## config.mk

```make
export PLATFORM = sky130hd
export DESIGN_NAME = selb_cell
export DESIGN_NICKNAME = d
export VERILOG_FILES = /design/src/rtl/selb_pkg.sv /design/src/rtl/selb_cell.sv
export SDC_FILE = /design/constraint.sdc
export NUM_CORES = 1
export LEC_CHECK = 0
export ABC_AREA = 1
export BUFFER_PORTS_ARGS = -buffer_cell sky130_fd_sc_hd__buf_4
export CAP_MARGIN = 20
export CORE_AREA = 4 4 366 368
export CTS_CLUSTER_SIZE = 12
export DETAILED_ROUTE_END_ITERATION = 10
export DIE_AREA = 0 0 370 372
export GPL_TIMING_DRIVEN = 0
export PLACE_DENSITY = 0.32
export SLEW_MARGIN = 20
export SYNTH_ARGS = -nofsm -noshare
export SYNTH_HDL_FRONTEND = slang
export SYNTH_SLANG_ARGS = --single-unit
```

## constraint.sdc

```tcl
create_clock -name clk -period 11.8 [get_ports clk]
set_clock_uncertainty 0.2 [all_clocks]
set_input_delay 0.59 -clock clk [delete_from_list [all_inputs] [get_ports clk]]
set_output_delay 0.59 -clock clk [all_outputs]
set_load 0.01 [all_outputs]
```

## src/rtl/selb_pkg.sv

```systemverilog
// Shared types and constants for the sorted event log buffer.
// Used by selb_cell and sorted_event_log_buffer_top; no dependencies.
`timescale 1ns / 1ps
`default_nettype none
package selb_pkg;

    localparam int DEPTH_DEF   = 64;
    localparam int CAP_W       = 7;
    localparam logic [CAP_W-1:0] CAP_RESET = 7'd64;

    localparam logic [1:0] MODE_RECORD = 2'd0;
    localparam logic [1:0] MODE_RANGE  = 2'd1;
    localparam logic [1:0] MODE_ACTOR  = 2'd2;
    localparam logic [1:0] MODE_CLEAR  = 2'd3;

    localparam logic [1:0] RES_ACK   = 2'd0;
    localparam logic [1:0] RES_ENTRY = 2'd1;
    localparam logic [1:0] RES_EMPTY = 2'd2;

    typedef struct packed {
        logic [31:0]        time_s;
        logic [15:0]        actor;
        logic [3:0]         kind;
        logic signed [31:0] x;
        logic signed [31:0] y;
        logic signed [31:0] z;
        logic [31:0]        payload;
    } entry_t;

    typedef enum logic [1:0] {
        OP_HOLD   = 2'd0,
        OP_SHIFT  = 2'd1,
        OP_INSERT = 2'd2,
        OP_ROTATE = 2'd3
    } cell_op_t;

    typedef struct packed {
        cell_op_t    op;
        logic [31:0] key;
    } cell_ctrl_t;

endpackage
`default_nettype wire

```

## src/rtl/selb_cell.sv

```systemverilog
// One storage cell of the sorted chain: holds one entry and moves it
// to or from its neighbours. Depends on selb_pkg.
`timescale 1ns / 1ps
`default_nettype none
module selb_cell #(
    parameter int CNT_W = 7,
    parameter int IDX   = 0
) (
    input  wire logic                clk,
    input  wire selb_pkg::cell_ctrl_t ctrl,
    input  wire logic [CNT_W-1:0]    fill,
    input  wire selb_pkg::entry_t    new_entry,
    input  wire selb_pkg::entry_t    head_entry,
    input  wire selb_pkg::entry_t    left_entry,
    input  wire logic                left_after,
    input  wire selb_pkg::entry_t    right_entry,
    output selb_pkg::entry_t         entry,
    output logic                     after
);

    selb_pkg::entry_t entry_reg;
    selb_pkg::entry_t entry_next;

    // this slot lies at or past the insert point
    assign after = (CNT_W'(IDX) >= fill) || (entry_reg.time_s > ctrl.key);
    assign entry = entry_reg;

    always_comb
    begin
        entry_next = entry_reg;
        case (ctrl.op)
            selb_pkg::OP_SHIFT:
            begin
                entry_next = right_entry;
            end
            selb_pkg::OP_INSERT:
            begin
                if (left_after)
                    entry_next = left_entry;
                else if (after)
                    entry_next = new_entry;
            end
            selb_pkg::OP_ROTATE:
            begin
                // wrap the head round into the last occupied slot
                if (fill == CNT_W'(IDX + 1))
                    entry_next = head_entry;
                else
                    entry_next = right_entry;
            end
            default:
            begin
                entry_next = entry_reg;
            end
        endcase
    end

    always_ff @(posedge clk)
    begin
        entry_reg <= entry_next;
    end

endmodule
`default_nettype wire

```

==> impl_metrics.json, run 1 <==
{
  "overflow": 0,
  "grt_pass1_vias": 17236,
  "finalMaxSlewViolations": 0,
  "place_area_um2": 22120,
  "num-nets-final": 3326,
  "synth_area_per_cell_um2": 8.062,
  "area_growth_pct": 81.06,
  "grt_usage_pct": 16.63,
  "cp.arrival_ns": 3.86,
  "io_pins": 944,
  "route.vias.total": 16934,
  "netlist_instances": 1561,
  "p_per_area_nw_per_um2": 97.41,
  "tritoncts": "done",
  "dieWidth_um": 370,
  "routedWlPerCell_um": 28.04,
  "status": "finished, final reports clean",
  "path_buf_inv": 3,
  "stdcell_count": 4324,
  "fin_crit_ns": 3.815,
  "ant_nets": 0,
  "critPathSlowestCell": "nor2_4",
  "hpwl_um": 101300,
  "dieArea_um2": 137600,
  "grt_pass1_wl_um": 153300,
  "hold_violations": 0,
  "synth.distinct_cells": 23,
  "vias_per_cell": 3.916,
  "ys_ff_latch": 180,
  "crit_required_ns": 11.85,
  "end_kind": "flip-flop",
  "crit_top_cell": "clkbuf_1",
  "gp_congestion": 0.8757,
  "cts.htree.levels": 4,
  "yosys_warnings": 0,
  "critical-path-max-stage-delay_ns": 0.74,
  "start_util_pct": 9.621,
  "tightest_slew_ns": 1.054,
  "drive_gt1_share_pct": 40.61,
  "firstDrtPassIters": 5,
  "cts.sinks": 180,
  "hp-class": "input port to flip-flop",
  "core_um2": 130800,
  "dieHeight_um": 372,
  "worstPathCellList": "clkbuf_1 > inv_2 > nor2_4 > clkbuf_1 > o21ai_0 > o221ai_1",
  "ys_seq_area_share_pct": 42.95,
  "postCtsSetupBuffers": 0,
  "path_delay_family": "buffers and inverters",
  "finalCritPeriodShare_pct": 32.33,
  "leakagePower_uw": 0.009898,
  "clockBufferDepth": 2,
  "crit_fanout": 12,
  "critPathLaunchType": "input port",
  "rows": 133,
  "rsz0062_at_grt": "false",
  "insertion_delay_ns": 0.51,
  "grt_max_degree": 44,
  "place_inst": 4267,
  "port_buffers": 941,
  "setup_violations": 0,
  "antenna_found_initial": 49,
  "drv_cap": 0,
  "drt_iter0_drc": 1098,
  "fmax_ghz": 0.2621,
  "hold_buffers": 0,
  "numCtsBuffers": 17,
  "stdcell_area_um2": 22790,
  "cts_resized": 0,
  "clkTransAtPathRegs_ns": 0.09,
  "syn-num-nets": 2356,
  "finalPower_uw": 2220,
  "peakVddDrop_mv": 0.1198,
  "clockRootBuffer": "clkbuf_16",
  "worstSetupPathType": "input port to flip-flop",
  "largest_register_ffs": 180,
  "finalWirelength_um": 121200,
  "slew_headroom_pct": 29.71,
  "drc": 0,
  "synth.cell_area_um2": 12580
}
==> metal layers <==
metal	track usage [%]	up-vias	part of all wire [%]
met4	5.451	8	2.5
met5	0	-	0.040
li1	-	7672	-
met1	20.09	8251	41
met3	5.839	112	8.9
met2	27.53	891	48
==> metrics by stage <==
stage	worst slack, ns	utilization (%)	hold slack (ns)	setup TNS (ns)
after floorplan	5.639	-	0.5886	0
after detailed placement	7.150	16.91	0.6961	0
after CTS	7.739	17.37	0.1007	0
after global placement	-0.2519	16.70	0.7038	-34.86
final	7.985	17.42	0.1651	0
after global routing	7.889	17.40	0.1309	0
==> worst reg2reg max path, cell delays in order (launching register included) <==
cell,delay [ns]
edfxtp_1,0.58
ha_1,0.36
nand2_1,0.06
nor2_1,0.14
nand4_1,0.19
nor2_1,0.18
nand2_1,0.07
nand2_1,0.05
nand2_1,0.16
nand3_1,0.13
nand2_1,0.11
nand2_4,0.36
buf_16,0.31
buf_16,0.33
==> final timing paths <==
path	startpoint	end	slack [ns]	depth (start not counted)
setup / recovery	ctrl[33]	entry[109]	7.99	6
hold / removal	right_entry[0]	entry[0]	0.17	3
setup reg to reg	entry[170]	entry[35]	8.16	13
hold reg to reg	entry[157]	entry[143]	1.53	8
==> report_power, final <==
group | switching (uW) | total (uW) | internal, uW
logic | 378 | 713 | 334
registers | 36.9 | 832 | 796
clock network | 337 | 674 | 337
==> placed cells by master, fill, tap and decap left out, drive strengths merged <==
master and instances:
buf 1002, o21ai 361, inv 216, nor2 196
a21oi 191, o221ai 180, edfxtp 180, clkbuf 103
nand2 59, ha 32, diode 25, nand3 7
clkinv 7, bufinv 3, nand4 2, nor3 2
nor4 1, a21o 1, o21a 1
==> cell usage after synthesis, drive strengths merged <==
library cell  number  area, um^2
nor2             196       743.2
nand2             59       224.0
o21ai            361        1807
nor3               2       15.01
buf               51       259.0
a21o               1       7.510
nand3              7       35.03
clkbuf            85       319.1
o21a               1       7.510
edfxtp           180        5405
o221ai           180        1577
inv              212       795.8
nand4              2       12.51
ha                32       400.4
nor4               1       21.27
a21oi            191       955.9
==> final cells by class <==
| type | count | area, um^2 |
|---|---|---|
| fillers | 15126 | 108000 |
| repair buffers | 951 | 7316 |
| multi-input cells | 1033 | 5813 |
| flip-flops and latches | 180 | 5405 |
| well taps | 1755 | 2196 |
| inverters | 212 | 795.8 |
| plain buffers | 136 | 593.1 |
| clock buffers | 18 | 429.2 |
| clock inverters | 14 | 175.2 |
| diodes | 25 | 62.56 |
==> logic make-up (layout without fill, tap and decap cells) <==
group                    count (synthesis)  after routing  share of synthesized area [%]
other                                    0             25                              0
AO/OA/AOI/OAI                          734            734                          34.60
flip-flops                             180            180                          42.95
adder cells (fa/ha/maj)                 32             32                          3.182
buffers and inverters                  348           1331                          10.92
AND/OR/NAND/NOR                        267            267                          8.351
(Power assumes the default switching activity.)
==> inputs of run 2 (changes only) <==
ABC_AREA = 0   (was 1)
CORE_AREA = 4 4 360 362   (was 4 4 366 368)
DIE_AREA = 0 0 364 366   (was 0 0 370 372)
PLACE_DENSITY = 0.33   (was 0.32)
clock period = 3.35 ns   (was 11.8 ns; I/O delays follow)
==> impl_metrics.json, run 2 <==
{
  "vias_per_cell": 3.936,
  "synth_top_area_share_pct": 45.21,
  "netlist_instances": 1145,
  "dieWidth_um": 364,
  "layout.cells.most_common_list": "buf_4, dlygate4sd3_1, o22ai_1",
  "overflow": 0,
  "place_area_um2": 21460,
  "grtUsageMet3_pct": 3.700,
  "synth_area_per_cell_um2": 10.44,
  "num-nets-final": 3498,
  "drc": 0,
  "top_usage_layer": "met2",
  "hpwl_um": 88390,
  "port_buffers": 942,
  "hold_violations": 0,
  "critPathLaunchType": "flip-flop",
  "postSynth.asyncResetShare_pct": 0,
  "insertion_delay_ns": 0.54,
  "dieArea_um2": 133200,
  "numCtsBuffers": 17,
  "use_met1_pct": 18.38,
  "grt_max_degree": 19,
  "gp_congestion": 0.8700,
  "worstSetupPathType": "flip-flop to flip-flop",
  "io_pins": 944,
  "syn-num-nets": 1940,
  "ys_top_cells_by_count": "o22ai_1, a21oi_1, edfxtp_1, mux2_2, clkbuf_1",
  "clockRootBuffer": "clkbuf_16",
  "p_per_area_nw_per_um2": 311.8,
  "largest_register_ffs": 180,
  "yosysMostFrequentCell": "o22ai_1",
  "drt_iter0_drc": 1017,
  "cts.sinks": 180,
  "fmax_ghz": 0.2957,
  "routedWlPerCell_um": 24.92,
  "final_common_cell": "buf_4",
  "slew_headroom_pct": 30.34,
  "rows": 131,
  "dieHeight_um": 366,
  "synth_edf_count": 180,
  "finalWirelength_um": 109400,
  "clockBufferDepth": 2,
  "fin_tns_setup_ns": -0.3548,
  "violations": "negative setup slack",
  "num-fill-cells": 13979,
  "fin_util_pct": 22.23,
  "status": "complete, but fails checks",
  "crit_fanout": 5,
  "leakagePower_uw": 0.01176,
  "hp-class": "input port to flip-flop",
  "rsz0062_at_grt": "true",
  "setup_ws_ns": -0.03217,
  "yosys_warnings": 0,
  "setup_violations": 18,
  "start_util_pct": 9.437,
  "yosys-top-cells-area": "edfxtp_1, o22ai_1, mux2_2",
  "firstDrtPassIters": 5,
  "clkTransAtPathRegs_ns": 0.09,
  "grt_pass1_wl_um": 144300,
  "tightest_slew_ns": 1.045,
  "crit_start": "entry[161]",
  "core_um2": 126700,
  "drv_cap": 0,
  "ys_seq_area_share_pct": 45.21,
  "route.vias.total": 17281,
  "use_met2_pct": 28.06,
  "peakVddDrop_mv": 0.4659,
  "synth_top_cell_by_area": "edfxtp_1",
  "reg2reg_slack_ns": -0.03,
  "fin_crit_ns": 3.382,
  "tritoncts": "done",
  "synth.distinct_cells": 34,
  "synth.cell_area_um2": 11960,
  "stdcell_area_um2": 28170,
  "grt_usage_pct": 15.62,
  "area_growth_pct": 135.6,
  "hold_start": "right_entry[155]",
  "drive_gt1_share_pct": 46.28,
  "stdcell_count": 4390,
  "place_inst": 3761,
  "cp.arrival_ns": 3.48,
  "r2r-start": "entry[161]",
  "ant_nets": 0,
  "ys_ff_latch": 180,
  "cts.htree.levels": 4,
  "crit_required_ns": 3.45,
  "grt_pass1_vias": 18294,
  "end_kind": "flip-flop",
  "synthFlopType": "edfxtp_1",
  "finalMaxSlewViolations": 0,
  "antenna_found_initial": 39,
  "finalCritPeriodShare_pct": 101.0
}
-- run 2: cell types whose count changed after synthesis, sizes merged, moves of 13 or more --
cell	previous run	this run
nor2	196	8
mux2	0	180
o21ai	361	4
nand2	59	10
o22ai	0	360
clkbuf	85	72
o221ai	180	0
inv	212	32
-- run 2: metrics by stage --
step	hold WS (ns)	setup slack [ns]	total power (uW)
2_1_floorplan	0.2294	-2.019	3884
3_3_place_gp	0.3448	-5.900	5624
3_5_place_dp	0.3423	-1.084	5665
4_1_cts	0.002244	-0.2906	8950
5_1_grt	0.02158	-0.06266	9200
6_report	0.05934	-0.03217	8781
-- run 2: cell type report --
type	count	area, um^2	share of cell area (%)
Timing Repair Buffer	1540	13380	47.49
Multi-Input combinational cell	814	6037	21.43
Sequential cell	180	5405	19.19
Tap cell	1662	2079	7.383
Buffer	118	500.5	1.777
Clock buffer	17	425.4	1.510
Clock inverter	15	191.4	0.6797
Inverter	32	120.1	0.4265
Antenna cell	12	30.03	0.1066
-- run 2: where the power goes --
| part | internal, uW | total (uW) | switching [uW] |
|---|---|---|---|
| clock | 1190 | 2370 | 1170 |
| combinational | 2000 | 3490 | 1490 |
| sequential | 2820 | 2920 | 106 |
-- run 2: layer usage --
layer / part of all wire [%] / routed length [um]
met5: 0.025 / 27
met4: 2.6 / 2797
met3: 6.8 / 7491
met2: 50 / 54870
met1: 40 / 44210
-- run 2: what timing repair did --
item | 4_1_cts | 5_1_grt
endpoints found under the hold margin | 179 | 0
gates cloned | 7 | 2
pin swaps | 8 | 8
hold buffers | 553 | 0
setup buffers | 27 | 6
gates resized for setup | 43 | 18
endpoints found under the setup margin | 170 | 195
-- run 2: logic make-up (layout without fill, tap and decap cells) --
logic type / Yosys count / count (layout) / synth area share, %
AO/OA/AOI/OAI: 565 / 565 / 27.67
AND/OR/NAND/NOR: 37 / 37 / 1.695
buffers and inverters: 151 / 1722 / 5.128
adder cells (fa/ha/maj): 32 / 32 / 3.349
other: 0 / 12 / 0
flip-flops: 180 / 180 / 45.21
multiplexers: 180 / 180 / 16.95
-- run 2: path summary, 6_finish.rpt --
check,cells past startpoint,end
worst min register to register,6,entry[94]
worst max-delay path,10,entry[57]
worst max register to register,10,entry[57]
worst min-delay path,3,entry[155]
-- run 2: worst max-delay path: stages, from the launching register on --
cell	delay, ns
edfxtp_1	0.48
ha_4	0.31
nand4_1	0.14
or4_4	0.58
or4_4	0.49
o21ai_4	0.11
a31oi_4	0.13
clkbuf_16	0.21
buf_16	0.15
buf_16	0.16
buf_16	0.14
==> inputs of run 3 (changes only) <==
SETUP_SLACK_MARGIN = 0.2   (was default)
SKIP_LAST_GASP = 1   (was default)
==> impl_metrics.json, run 3 (synthesis results as in run 2) <==
{
  "leakagePower_uw": 0.01191,
  "slew_headroom_pct": 26.98,
  "port_buffers": 942,
  "dieWidth_um": 364,
  "routedWlPerCell_um": 24.64,
  "dieHeight_um": 366,
  "fin_util_pct": 22.52,
  "reg2reg_slack_ns": -0.22,
  "worstSetupPathType": "flip-flop to flip-flop",
  "core_um2": 126700,
  "grt_max_degree": 19,
  "layout.cells.most_common_list": "buf_4, dlygate4sd3_1, o22ai_1",
  "cp.arrival_ns": 3.66,
  "ant_nets": 0,
  "place_area_um2": 21460,
  "vias_per_cell": 3.925,
  "finalMaxSlewViolations": 0,
  "crit_required_ns": 3.45,
  "insertion_delay_ns": 0.53,
  "setup_ws_ns": -0.2182,
  "fmax_ghz": 0.2803,
  "r2r-end": "entry[60]",
  "clockBufferDepth": 2,
  "gp_congestion": 0.8700,
  "peakVddDrop_mv": 0.4662,
  "grt_pass1_wl_um": 144000,
  "grt_usage_pct": 15.54,
  "finalWirelength_um": 109000,
  "min_path_cells": 4,
  "multi_input_area_um2": 6043,
  "rows": 131,
  "rr_worst_depth": 12,
  "hp-class": "input port to flip-flop",
  "crit_end": "entry[60]",
  "grt_pass1_vias": 18415,
  "start_util_pct": 9.437,
  "hold_violations": 0,
  "firstDrtPassIters": 5,
  "final_common_cell": "buf_4",
  "end_kind": "flip-flop",
  "drive_gt1_share_pct": 45.85,
  "antenna_found_initial": 41,
  "cts.sinks": 180,
  "fin_tns_setup_ns": -18.58,
  "violations": "negative setup slack",
  "clkTransAtPathRegs_ns": 0.09,
  "crit_start": "entry[161]",
  "stdcell_area_um2": 28530,
  "hpwl_um": 88390,
  "crit_fanout": 9,
  "critPathLaunchType": "flip-flop",
  "setup_violations": 112,
  "place_inst": 3761,
  "dieArea_um2": 133200,
  "drv_cap": 0,
  "num-nets-final": 3532,
  "route.vias.total": 17361,
  "r2r-start": "entry[161]",
  "drt_iter0_drc": 1061,
  "fin_crit_ns": 3.568,
  "p_per_area_nw_per_um2": 308.6,
  "largest_register_ffs": 180,
  "finalCritPeriodShare_pct": 106.5,
  "rsz0062_at_grt": "true",
  "cts.htree.levels": 4,
  "area_growth_pct": 138.6,
  "drc": 0,
  "io_pins": 944,
  "numCtsBuffers": 17,
  "tritoncts": "done",
  "num-fill-cells": 13947,
  "stdcell_count": 4423,
  "regArea_um2": 5405,
  "clockRootBuffer": "clkbuf_16",
  "overflow": 0,
  "status": "complete, but fails checks",
  "tightest_slew_ns": 1.095
}
-- run 3: worst min path at each step --
stage / startpoint / to / slack, ns
2_1_floorplan: right_entry[0] / entry[0] / 0.23
3_3_place_gp: right_entry[15] / entry[15] / 0.34
3_5_place_dp: right_entry[14] / entry[14] / 0.34
4_1_cts: head_entry[152] / entry[152] / 0.002
5_1_grt: head_entry[152] / entry[152] / 0.02
6_report: left_entry[50] / entry[50] / 0.05
-- run 3: cell type report --
cell class | count | area share [%]
sequential | 180 | 18.95
inverter | 32 | 0.4210
buffer | 119 | 1.772
clock inverter | 15 | 0.6710
antenna | 11 | 0.09648
clock buffer | 17 | 1.491
timing repair buffer | 1573 | 48.13
tap | 1662 | 7.289
multi-input combinational | 814 | 21.18
-- run 3: report_power, final --
group	internal (uW)	leakage [uW]	total (uW)	switching, uW
clock	1190	0.000303	2350	1160
sequential	2820	0.00181	2920	107
combinational	2030	0.00980	3530	1500
total	6040	0.0119	8810	2770
-- run 3: repair_timing --
| action | 4_1_cts | 5_1_grt |
|---|---|---|
| setup endpoints to repair | 182 | 203 |
| endpoints found under the hold margin | 180 | 0 |
| hold buffers | 584 | 0 |
| pin swaps | 8 | 8 |
| gates resized for setup | 22 | 24 |
| gates cloned | 4 | 3 |
| buffers inserted | 23 | 5 |
-- run 3: critical path, stage by stage (launching register included) --
cell and delay (ns):
edfxtp_1 0.50, ha_4 0.32, nand4_1 0.14, or4_4 0.57, or4_4 0.48, o21ai_4 0.10
a31oi_4 0.12, clkbuf_16 0.17, buf_16 0.13, buf_16 0.13, buf_16 0.13, buf_16 0.14
clkbuf_16 0.17
-- run 3: through the flow --
stage | power, uW | setup slack, ns | hold WS [ns]
floorplan | 3884 | -2.019 | 0.2294
global placement | 5624 | -5.900 | 0.3448
detailed placement | 5665 | -1.084 | 0.3423
CTS | 8929 | -0.2998 | 0.002244
global route | 9239 | -0.2420 | 0.02054
finish | 8805 | -0.2182 | 0.05115
-- run 3: routing by layer --
layer | track usage, % | wire length, um
met5 | 0 | 27
met4 | 4.395 | 2540
met3 | 3.540 | 7555
met2 | 27.82 | 54950
met1 | 18.43 | 43900
